**config.mk**
```make
export PLATFORM = sky130hd
export DESIGN_NAME = encoder_speed_estimator
export DESIGN_NICKNAME = d
export VERILOG_FILES = /design/src/design/esest_pkg.sv /design/src/design/esest_muldiv.sv /design/src/design/encoder_speed_estimator.sv
export SDC_FILE = /design/constraint.sdc
export NUM_CORES = 2
export LEC_CHECK = 0
export BUFFER_PORTS_ARGS = -buffer_cell sky130_fd_sc_hd__buf_4
export CORE_ASPECT_RATIO = 0.9
export CORE_MARGIN = 4
export CORE_UTILIZATION = 68
export CTS_BUF_LIST = sky130_fd_sc_hd__clkbuf_8
export DETAILED_ROUTE_END_ITERATION = 7
export PLACE_DENSITY_LB_ADDON = 0.15
export SYNTH_ARGS = -nofsm -noshare
export SYNTH_HDL_FRONTEND = slang
export SYNTH_SLANG_ARGS = --single-unit
```
**constraint.sdc**
```tcl
create_clock -name i_clk -period 25.1 [get_ports i_clk]
set_clock_uncertainty 0.2 [all_clocks]
set_input_delay 5.02 -clock i_clk [delete_from_list [all_inputs] [get_ports i_clk]]
set_output_delay 5.02 -clock i_clk [all_outputs]
set_load 0.005 [all_outputs]
```
**src/design/esest_pkg.sv**
```systemverilog
`default_nettype none
package esest_pkg;

    localparam int SAMPLES = 5;
    localparam int SLOT_W  = $clog2(SAMPLES);

    localparam int DATA_W  = 32;
    localparam int FILT_W  = 40;
    localparam int WGT_W   = 9;
    localparam int DPC_W   = 16;
    localparam int K_W     = 14;
    localparam int MCAND_W = DPC_W + K_W;
    localparam int PROD_W  = FILT_W + MCAND_W;
    // 1e6 / 65536 = 15625 / 1024
    localparam int SCALE_SH = 10;
    localparam int DVD_W   = PROD_W - SCALE_SH;
    localparam int MUL_STEPS = MCAND_W;
    localparam int DIV_STEPS = DATA_W;
    localparam int STEP_W  = $clog2(DIV_STEPS);

    localparam logic [K_W-1:0]   SPEED_K     = K_W'(15625);
    localparam logic [WGT_W-1:0] WGT_FULL    = WGT_W'(256);
    localparam logic [WGT_W-1:0] WGT_RESET   = WGT_W'(51);
    localparam logic [DPC_W-1:0] DPC_RESET   = DPC_W'(9830);

    localparam logic signed [FILT_W-1:0] FILT_MAX = {1'b0, {(FILT_W-1){1'b1}}};
    localparam logic signed [FILT_W-1:0] FILT_MIN = {1'b1, {(FILT_W-1){1'b0}}};

    localparam logic [DATA_W-1:0] SPEED_POS_MAX = {1'b0, {(DATA_W-1){1'b1}}};
    localparam logic [DATA_W-1:0] SPEED_NEG_MAX = {1'b1, {(DATA_W-1){1'b0}}};

    // register index, taken from paddr[2]
    localparam logic REG_WEIGHT = 1'b0;
    localparam logic REG_DPC    = 1'b1;

    typedef enum logic [2:0] {
        ST_IDLE,
        ST_FILT_A,
        ST_FILT_B,
        ST_START,
        ST_CALC,
        ST_DONE
    } t_state;

    typedef enum logic [2:0] {
        MD_IDLE,
        MD_MUL,
        MD_CHK,
        MD_DIV,
        MD_DONE
    } t_md_state;

    typedef struct packed {
        logic done;
        logic sat;
    } t_md_stat;

endpackage
`default_nettype wire

```
**src/design/esest_muldiv.sv**
```systemverilog
`default_nettype none
module esest_muldiv (
    input  wire logic                                  i_clk,
    input  wire logic                                  i_rst_n,
    input  wire logic                                  i_start,
    input  wire logic signed [esest_pkg::FILT_W-1:0]   i_value,
    input  wire logic [esest_pkg::MCAND_W-1:0]         i_mcand,
    input  wire logic [esest_pkg::DATA_W-1:0]          i_span,
    output esest_pkg::t_md_stat                        o_stat,
    output logic [esest_pkg::DATA_W-2:0]               o_quot
);
    import esest_pkg::*;

    t_md_state r_state, n_state;
    logic [STEP_W-1:0]         r_step;
    logic [PROD_W-1:0]         r_prod;
    logic [FILT_W-1:0]         r_mag;
    logic [DATA_W-1:0]         r_span;
    logic [2*DATA_W-1:0]       r_div;
    logic                      r_sat;

    logic [FILT_W:0]           mul_sum;
    logic                      ovf;
    logic [DATA_W:0]           top;
    logic [DATA_W:0]           diff;
    logic                      ge;
    logic                      mul_last;
    logic                      div_last;

    // product = {hi, multiplier bits not yet consumed}
    assign mul_sum = {1'b0, r_prod[PROD_W-1:MCAND_W]} +
                     (r_prod[0] ? {1'b0, r_mag} : '0);
    // quotient must fit in DATA_W bits, so the dividend high part is below span
    assign ovf  = {{(2*DATA_W-DVD_W){1'b0}}, r_prod[PROD_W-1:SCALE_SH+DATA_W]} >= r_span;
    assign top  = r_div[2*DATA_W-1:DATA_W-1];
    assign diff = top - {1'b0, r_span};
    assign ge   = ~diff[DATA_W];
    assign mul_last = (r_step == STEP_W'(MUL_STEPS-1));
    assign div_last = (r_step == STEP_W'(DIV_STEPS-1));

    always_comb begin
        n_state = r_state;
        case (r_state)
            MD_IDLE: if (i_start) n_state = MD_MUL;
            MD_MUL:  if (mul_last) n_state = MD_CHK;
            MD_CHK:  n_state = ovf ? MD_DONE : MD_DIV;
            MD_DIV:  if (div_last) n_state = MD_DONE;
            MD_DONE: n_state = MD_IDLE;
            default: n_state = MD_IDLE;
        endcase
    end

    always_comb begin
        o_stat.done = (r_state == MD_DONE);
        o_stat.sat  = r_sat | r_div[DATA_W-1];
        o_quot      = r_div[DATA_W-2:0];
    end

    always_ff @(posedge i_clk) begin
        if (!i_rst_n) begin
            r_state <= MD_IDLE;
            r_step  <= '0;
        end else begin
            r_state <= n_state;
            if (r_state == MD_MUL || r_state == MD_DIV) begin
                r_step <= (mul_last && r_state == MD_MUL) ? '0 : r_step + 1'b1;
            end else begin
                r_step <= '0;
            end
        end
    end

    always_ff @(posedge i_clk) begin
        case (r_state)
            MD_IDLE: begin
                if (i_start) begin
                    r_mag  <= i_value[FILT_W-1] ? FILT_W'(-i_value) : i_value;
                    r_prod <= {{FILT_W{1'b0}}, i_mcand};
                    r_span <= i_span;
                end
            end
            MD_MUL: begin
                r_prod <= {mul_sum, r_prod[MCAND_W-1:1]};
            end
            MD_CHK: begin
                r_sat <= ovf;
                r_div <= {{(2*DATA_W-DVD_W){1'b0}}, r_prod[PROD_W-1:SCALE_SH]};
            end
            MD_DIV: begin
                r_div <= {(ge ? diff[DATA_W-1:0] : top[DATA_W-1:0]),
                          r_div[DATA_W-2:0], ge};
            end
            default: begin
            end
        endcase
    end

endmodule
`default_nettype wire

```
**src/design/encoder_speed_estimator.sv**
```systemverilog
// Encoder speed estimator: windowed count difference, IIR low-pass, scaled divide.
// While the window fills, a sample goes straight to its result; otherwise it passes the
// FILT_A and FILT_B states and the scaled divide (the divide step is skipped when the
// quotient saturates, and the multiply and divide for a zero time span).
// One item at a time: the 30-step serial multiply and 32-step restoring divide set the
// time per item; the next item can be taken in the cycle after the result is registered.
// Reset (synchronous, active low) empties the window and clears the filter.
`default_nettype none
module encoder_speed_estimator (
    input  wire logic        i_clk,
    input  wire logic        i_rst_n,
    // slave side
    input  wire logic        i_s_tvalid,
    output logic             o_s_tready,
    input  wire logic [63:0] i_s_tdata,   // [31:0] sample_count, [63:32] sample_time_us
    // master side
    output logic             o_m_tvalid,
    input  wire logic        i_m_tready,
    output logic [31:0]      o_m_tdata,   // [31:0] speed
    output logic [1:0]       o_m_tuser,   // [0] ready_res, [1] span_zero
    // configuration
    input  wire logic        psel,
    input  wire logic        penable,
    input  wire logic        pwrite,
    input  wire logic [2:0]  paddr,
    input  wire logic [31:0] pwdata,
    output logic [31:0]      prdata,
    output logic             pready
);
    import esest_pkg::*;

    t_state r_state, n_state;

    logic [WGT_W-1:0]  r_weight;
    logic [DPC_W-1:0]  r_dpc;

    logic [DATA_W-1:0] r_cnt_ring [SAMPLES];
    logic [DATA_W-1:0] r_time_ring [SAMPLES];
    logic [SLOT_W-1:0] r_slot;
    logic              r_filled;

    logic [DATA_W-1:0] r_cnt, r_t, r_old_cnt, r_old_t, r_span;
    logic signed [WGT_W+DATA_W+1:0]   r_wd;
    logic signed [FILT_W+WGT_W:0]     r_tmp;
    logic signed [FILT_W-1:0]         r_filt;
    logic [MCAND_W-1:0]               r_mcand;

    logic [DATA_W-1:0] r_res_speed;
    logic              r_res_ready, r_res_sz;

    logic              r_out_valid;
    logic [DATA_W-1:0] r_speed;
    logic              r_ready_res, r_span_zero;

    logic              s_accept, md_start, load_out, cfg_wr;
    logic [SLOT_W-1:0] oldest;
    logic [WGT_W-1:0]  w_clamp;
    logic signed [WGT_W:0]    w_new, w_keep;
    logic signed [DATA_W:0]   d;
    logic signed [FILT_W+WGT_W+1:0] f_sum;
    logic signed [FILT_W-1:0] f_sat;
    logic [DATA_W-1:0] calc_speed;
    t_md_stat          md_stat;
    logic [DATA_W-2:0] md_quot;

    // ---------------- configuration ----------------
    assign pready = 1'b1;
    assign cfg_wr = psel & penable & pwrite & pready;
    assign prdata = (paddr[2] == REG_DPC) ? {{(32-DPC_W){1'b0}}, r_dpc}
                                          : {{(32-WGT_W){1'b0}}, r_weight};

    always_ff @(posedge i_clk) begin
        if (!i_rst_n) begin
            r_weight <= WGT_RESET;
            r_dpc    <= DPC_RESET;
        end else if (cfg_wr) begin
            if (paddr[2] == REG_DPC) begin
                r_dpc <= pwdata[DPC_W-1:0];
            end else begin
                r_weight <= pwdata[WGT_W-1:0];
            end
        end
    end

    // ---------------- control ----------------
    always_comb begin
        n_state = r_state;
        case (r_state)
            ST_IDLE:   if (i_s_tvalid) n_state = r_filled ? ST_FILT_A : ST_DONE;
            ST_FILT_A: n_state = ST_FILT_B;
            ST_FILT_B: n_state = (r_span == '0) ? ST_DONE : ST_START;
            ST_START:  n_state = ST_CALC;
            ST_CALC:   if (md_stat.done) n_state = ST_DONE;
            ST_DONE:   if (!r_out_valid || i_m_tready) n_state = ST_IDLE;
            default:   n_state = ST_IDLE;
        endcase
    end

    always_comb begin
        o_s_tready = (r_state == ST_IDLE);
        md_start   = (r_state == ST_START);
        load_out   = (r_state == ST_DONE) && (!r_out_valid || i_m_tready);
    end

    assign s_accept = i_s_tvalid & o_s_tready;
    assign oldest   = (r_slot == SLOT_W'(SAMPLES-1)) ? '0 : r_slot + 1'b1;

    always_ff @(posedge i_clk) begin
        if (!i_rst_n) begin
            r_state     <= ST_IDLE;
            r_slot      <= '0;
            r_filled    <= 1'b0;
            r_filt      <= '0;
            r_out_valid <= 1'b0;
        end else begin
            r_state <= n_state;
            if (s_accept) begin
                r_slot <= oldest;
                if (r_slot == SLOT_W'(SAMPLES-1)) r_filled <= 1'b1;
            end
            if (r_state == ST_FILT_B) r_filt <= f_sat;
            if (load_out) begin
                r_out_valid <= 1'b1;
            end else if (i_m_tready) begin
                r_out_valid <= 1'b0;
            end
        end
    end

    // ---------------- sample window ----------------
    always_ff @(posedge i_clk) begin
        if (s_accept) begin
            r_cnt_ring[r_slot]  <= i_s_tdata[DATA_W-1:0];
            r_time_ring[r_slot] <= i_s_tdata[2*DATA_W-1:DATA_W];
            r_old_cnt <= r_cnt_ring[oldest];
            r_old_t   <= r_time_ring[oldest];
            r_cnt     <= i_s_tdata[DATA_W-1:0];
            r_t       <= i_s_tdata[2*DATA_W-1:DATA_W];
        end
    end

    // ---------------- low-pass filter ----------------
    assign w_clamp = (r_weight > WGT_FULL) ? WGT_FULL : r_weight;
    assign w_new   = $signed({1'b0, w_clamp});
    assign w_keep  = $signed({1'b0, WGT_W'(WGT_FULL - w_clamp)});
    assign d       = $signed({r_cnt[DATA_W-1], r_cnt}) - $signed({r_old_cnt[DATA_W-1], r_old_cnt});
    // arithmetic shift gives the floor of the divide by 256
    assign f_sum   = (FILT_W+WGT_W+2)'(r_wd) + (FILT_W+WGT_W+2)'(r_tmp >>> 8);
    assign f_sat   = (f_sum > (FILT_W+WGT_W+2)'(FILT_MAX)) ? FILT_MAX :
                     (f_sum < (FILT_W+WGT_W+2)'(FILT_MIN)) ? FILT_MIN :
                     f_sum[FILT_W-1:0];

    always_ff @(posedge i_clk) begin
        if (r_state == ST_FILT_A) begin
            r_span  <= r_t - r_old_t;
            r_wd    <= w_new * d;
            r_tmp   <= w_keep * r_filt + (FILT_W+WGT_W+1)'(128);
            r_mcand <= MCAND_W'(r_dpc * SPEED_K);
        end
    end

    // ---------------- scale and divide ----------------
    esest_muldiv u_muldiv (
        .i_clk   (i_clk),
        .i_rst_n (i_rst_n),
        .i_start (md_start),
        .i_value (r_filt),
        .i_mcand (r_mcand),
        .i_span  (r_span),
        .o_stat  (md_stat),
        .o_quot  (md_quot)
    );

    always_comb begin
        if (r_filt[FILT_W-1]) begin
            calc_speed = md_stat.sat ? SPEED_NEG_MAX : DATA_W'(-{1'b0, md_quot});
        end else begin
            calc_speed = md_stat.sat ? SPEED_POS_MAX : {1'b0, md_quot};
        end
    end

    always_ff @(posedge i_clk) begin
        if (s_accept && !r_filled) begin
            r_res_speed <= '0;
            r_res_ready <= 1'b0;
            r_res_sz    <= 1'b0;
        end
        if (r_state == ST_FILT_B) begin
            r_res_speed <= '0;
            r_res_ready <= 1'b1;
            r_res_sz    <= (r_span == '0);
        end
        if (r_state == ST_CALC && md_stat.done) begin
            r_res_speed <= calc_speed;
        end
        if (load_out) begin
            r_speed     <= r_res_speed;
            r_ready_res <= r_res_ready;
            r_span_zero <= r_res_sz;
        end
    end

    assign o_m_tvalid = r_out_valid;
    assign o_m_tdata  = r_speed;
    assign o_m_tuser  = {r_span_zero, r_ready_res};

endmodule
`default_nettype wire

```
**Word level (Yosys, flattened, before mapping)**

Memory sizes are Yosys's and may differ from the RTL's. A register that Yosys moved wholly into a read port is not among the register bits.
Index checks and enable logic that the tools add are counted.

- Register bits after elaboration: 575
- RAM bits: 320
- Memories kept: 2
- Output and inout bits: 69

Memory list:

| memory | words | bits a word | read ports | clocked after memory_dff | wr ports | RTL line | text |
|---|---|---|---|---|---|---|---|
| r_cnt_ring | 5 | 32 | 1 | 1 | 1 | encoder_speed_estimator.sv:37 | `logic [DATA_W-1:0] r_cnt_ring [SAMPLES];` |
| r_time_ring | 5 | 32 | 1 | 1 | 1 | encoder_speed_estimator.sv:38 | `logic [DATA_W-1:0] r_time_ring [SAMPLES];` |

- Mux-type cells: 34
- Bitwise logic cells: 8
- Add/sub/neg operators: 11
- Reduce and logical (&&, ||, !) cells: 24
- Equal/unequal tests: 18
- Multipliers: 3
- Magnitude comparators: 4

Operators by type and width:

| operator | count |
|---|---|
| 2-to-1 mux 32 bit | 6 |
| one-hot mux 70 bit (2 select lines) | 1 |
| one-hot mux 64 bit (2 select lines) | 1 |
| 2-to-1 mux 40 bit | 3 |
| 2-to-1 mux 70 bit | 1 |
| adder 50 x 9 -> 50 bit, second input constant | 1 |
| multiplier 10 x 40 -> 50 bit | 1 |
| adder 43 x 42 -> 44 bit | 1 |
| > comparator 44 x 40 -> 1 bit, second input constant | 1 |
| < comparator 44 x 40 -> 1 bit, second input constant | 1 |
| multiplier 10 x 33 -> 43 bit | 1 |
| adder 40 x 41 -> 41 bit | 1 |
| negation 40 bit | 1 |
| 2-to-1 mux 39 bit | 1 |
| subtractor 32 x 32 -> 33 bit | 1 |
| subtractor 33 x 32 -> 33 bit | 1 |
| >= comparator 28 x 32 -> 1 bit | 1 |
| zero test 32 bit | 1 |
| negation 31 -> 32 bit | 1 |
| subtractor 32 bit | 1 |
| 2-to-1 mux 31 bit | 1 |
| multiplier 16 x 14 -> 30 bit, second input constant | 1 |
| 2-to-1 mux 3 bit | 10 |
| one-hot mux 3 bit (6 select lines) | 1 |
| 26 further kinds | 62 |

**Depth between registers and ports, before layout**

- Depth after elaboration: 6
- Mapped depth: 34

**Hierarchy**

Synthesis repeated with hierarchy kept, for this count alone.

- Cell total of the unflattened synthesis: 6537
- Area, all modules: 71454.8 µm²

Modules (own cells, without submodules):

| module | cells an instance | instances | area each (µm²) |
|---|---|---|---|
| encoder_speed_estimator | 5177 | 1 | 57767.9 |
| esest_muldiv | 1360 | 1 | 13686.9 |

**Least setup slack after synthesis**

Ideal clock, no wire load.

- Kind: input -> register
- Start point: input port i_s_tvalid
- End point: memory r_cnt_ring[4][0], enable pin
- Cell stages on the path: 3
- Slack: 12299 ps
- Data arrival time: 11934 ps
- Required time: 24233 ps
- Buffers on the path: 1
- Cell sequence: nand2_1 clkbuf_1 nor4b_1

- Cells in the longest elaborated chain, start to end: 3

RTL lines:

| item | RTL line | text |
|---|---|---|
| start, declared | encoder_speed_estimator.sv:13 | `input wire logic i_s_tvalid,` |
| bitwise AND 1 bit | encoder_speed_estimator.sv:105 | `assign s_accept = i_s_tvalid & o_s_tready;` |
| 2-to-1 mux 1 bit | encoder_speed_estimator.sv:132 | `if (s_accept) begin` |
| 2-to-1 mux 1 bit (implied by the code) | encoder_speed_estimator.sv:133 | `r_cnt_ring[r_slot] <= i_s_tdata[DATA_W-1:0];` |
| end, declared | encoder_speed_estimator.sv:37 |  |

No other way between the ends.

**Worst setup path after layout**

- Start point: input port paddr[2]
- End point: output port prdata[14]

- Cells in the longest elaborated chain, start to end: 1

RTL lines:

| item | RTL line | text |
|---|---|---|
| start, declared | encoder_speed_estimator.sv:25 | `input wire logic [2:0] paddr,` |
| 2-to-1 mux 16 bit | encoder_speed_estimator.sv:69 | `assign prdata = (paddr[2] == REG_DPC) ? {{(32-DPC_W){1'b0}}, r_dpc}` |
| end, declared | encoder_speed_estimator.sv:27 | `output logic [31:0] prdata,` |

No other way between the ends.

==> impl_metrics.tcl <==
set metrics [dict create \
    drcViolationCount 0 \
    drive_above_1_share 0.0733 \
    syn_area_per_cell_um2 10.4 \
    gp_congestion 0.934 \
    finalHoldViolCount 0 \
    fin_cells 8399 \
    whs_path_depth 0 \
    peakVddDrop_v 0.000213 \
    die_h_um 315 \
    wl_met3_um 13500 \
    required_ns 19.88 \
    vias 50204 \
    async_reset_ff_frac 0 \
    hold_class "register to register" \
    wl_met2_um 75600 \
    postCtsSetupBuffers 0 \
    cts_tree "built" \
    p_leak_nw 33.8 \
    gr-usage-all-layers 0.305 \
    clk_pin_slew_ns 0.06 \
    htreeDepth 4 \
    synth_seq_cells 951 \
    fin_crit_ns 10.95 \
    routed_via_density 5.98 \
    timing.final.crit_share 0.436 \
    rows 112 \
    synth_top_area_cell "edfxtp_1" \
    path_class "primary input to output pin" \
    crit_arrival_ns 5.73 \
    setup_viol 0 \
    die_w_um 349 \
    synth-edff-count 869 \
    clock_path_buffers 3 \
    initial_utilization 0.686 \
    crit_path_end_kind "output pin" \
    ff2ff_setup_slack_ns 15.28 \
    hold_buffers 0 \
    wl_per_cell_um 19.4 \
    rsz0062_at_grt "false" \
    grt_max_degree 94 \
    netlist.area_leader.share 0.366 \
    finalWirelength_um 163000 \
    final_max_slew_viol_count 0 \
    synthFlopType "edfxtp_1" \
    startpoint_type "primary input" \
    yosys.cell_types.count 86 \
    cts_made_buffers 157 \
    ys_seq_area_frac 0.389 \
    first_pass_iters 6 \
    grt.overflow.total 0 \
    powerDensity_mw_per_mm2 117 \
    highest_layer "met4" \
    grt_pass1_wl_um 266000 \
    ios 175 \
    areaGrowthSynthToFinish_pct 7.57 \
    core_area_mm2 0.104 \
    outcome "complete, no violations" \
    crit_fanout 12 \
    dp_cells 8110 \
    setup_tns_ns 0 \
    final_nets 8153 \
    synthTopCellsByArea "edfxtp_1 37%, fa_1 17%, ha_1 9.7%, nand2_1 5.0%, inv_1 4.4%" \
    dieArea_mm2 0.110 \
    cts-resized-gates 0 \
    cap_violations 0 \
    ff2ff_path_depth 29 \
    ant_nets 0 \
    synth_warnings 0 \
    clock_latency_ns 0.83 \
    grt_antenna_before_repair 4 \
    hpwl_um 118000 \
    root_buffer "clkbuf_8" \
    slew_headroom 0.212 \
    drt-met1-wl_um 69100 \
    num-fill-cells 7274 \
    tightest_slew_ns 1.18 \
    drtIter0Drc 4218 \
    port_buffers 139 \
    finish.utilization 0.738 \
    fmax_ghz 0.0913 \
    syn-cell-area_mm2 0.0713 \
    syn_inst 6829 \
    cts_sinks 951 \
    grt_pass1_vias 50912 \
]
path summary, 6_finish.rpt:
path | start | endpoint
setup / recovery | paddr[2] | prdata[14]
hold / removal | r_res_speed[29] | o_m_tdata[29]
setup reg to reg | r_weight[0] | r_tmp[49]
hold reg to reg | r_res_speed[29] | o_m_tdata[29]
synthesized netlist by cell type (22+ instances only):
cell type,count
nand2_1,950
edfxtp_1,869
inv_1,844
fa_1,591
ha_1,555
nor2_1,431
clkbuf_1,253
o21ai_0,245
a21oi_1,239
and2_1,235
xnor2_1,224
a21o_1,143
nand3_1,137
xor2_1,98
dfxtp_1,82
nand2b_1,69
nor3_1,67
o221ai_1,65
nor2b_1,60
o21a_1,58
o221a_2,40
nand4_1,38
a31oi_1,36
o21bai_1,36
and3_1,35
mux2i_1,35
a211oi_1,33
o31ai_1,27
nor4_1,23
or3_1,22
power by group:
| group | leakage (nW) | internal, mW | switching (mW) | total, mW |
|---|---|---|---|---|
| Sequential | 8.61 | 2.12 | 0.0738 | 2.19 |
| Clock | 1.81 | 0.740 | 0.651 | 1.39 |
| Combinational | 23.4 | 2.23 | 3.15 | 5.38 |
| Total | 33.8 | 5.09 | 3.88 | 8.97 |
cell type report:
| cell class | count | area, µm² | share of cell area |
|---|---|---|---|
| diodes | 6 | 15.0 | 0.000196 |
| clock inverters | 116 | 880 | 0.0115 |
| repair buffers | 186 | 1400 | 0.0182 |
| multi-input cells | 4758 | 39500 | 0.515 |
| flip-flops and latches | 951 | 27700 | 0.362 |
| well taps | 1368 | 1710 | 0.0223 |
| inverters | 847 | 3180 | 0.0415 |
| clock buffers | 167 | 2300 | 0.0300 |
metal layers:
layer / vias to the layer above / track usage
met5: - / 0
met4: 0 / 0.0981
met3: 320 / 0.0547
met2: 1993 / 0.492
met1: 24582 / 0.425
li1: 23309 / -
registers in the layout (all words and copies together) (netlist names), 40 cells and up:
register,flops
r_cnt_ring,160
r_time_ring,160
u_muldiv.r_prod,70
u_muldiv.r_div,64
r_wd,43
r_tmp,42
r_filt,40
u_muldiv.r_mag,40
cell usage in the layout (no fill, tap or decap), types with 186 or more instances in the layout:
cell and instances:
nand2_1 946, inv_1 895, edfxtp_1 869, fa_1 591, ha_1 554, nor2_1 431, o21ai_0 245, a21oi_1 239
and2_1 234, xnor2_1 218, buf_4 186
critical path, cell delays in order:
cell and delay [ns]:
buf_4 0.17, clkinv_1 0.25, nor2_1 0.16, buf_4 0.13
through the flow:
step | instance area (µm²) | power (mW) | setup WS (ns) | hold WS (ns)
floorplan | 71300 | 6.33 | 12.30 | 0.200
global placement | 73500 | 7.37 | 14.19 | 0.202
detailed placement | 73500 | 7.53 | 14.16 | 0.205
CTS | 76700 | 8.96 | 14.16 | 0.206
global route | 76700 | 9.79 | 14.08 | 0.208
finish | 76700 | 8.97 | 14.15 | 0.207
cells by family after synthesis:
| logic type | after synthesis | synth area share |
|---|---|---|
| AO/OA/AOI/OAI | 1074 | 0.101 |
| XOR/XNOR | 322 | 0.0396 |
| adder cells (fa/ha/maj) | 1146 | 0.263 |
| buffers and inverters | 1135 | 0.0608 |
| flip-flops | 951 | 0.389 |
| multiplexers | 49 | 0.00713 |
| other | 2 | 0.000105 |
| AND/OR/NAND/NOR | 2150 | 0.138 |
(Power assumes the default switching activity.)
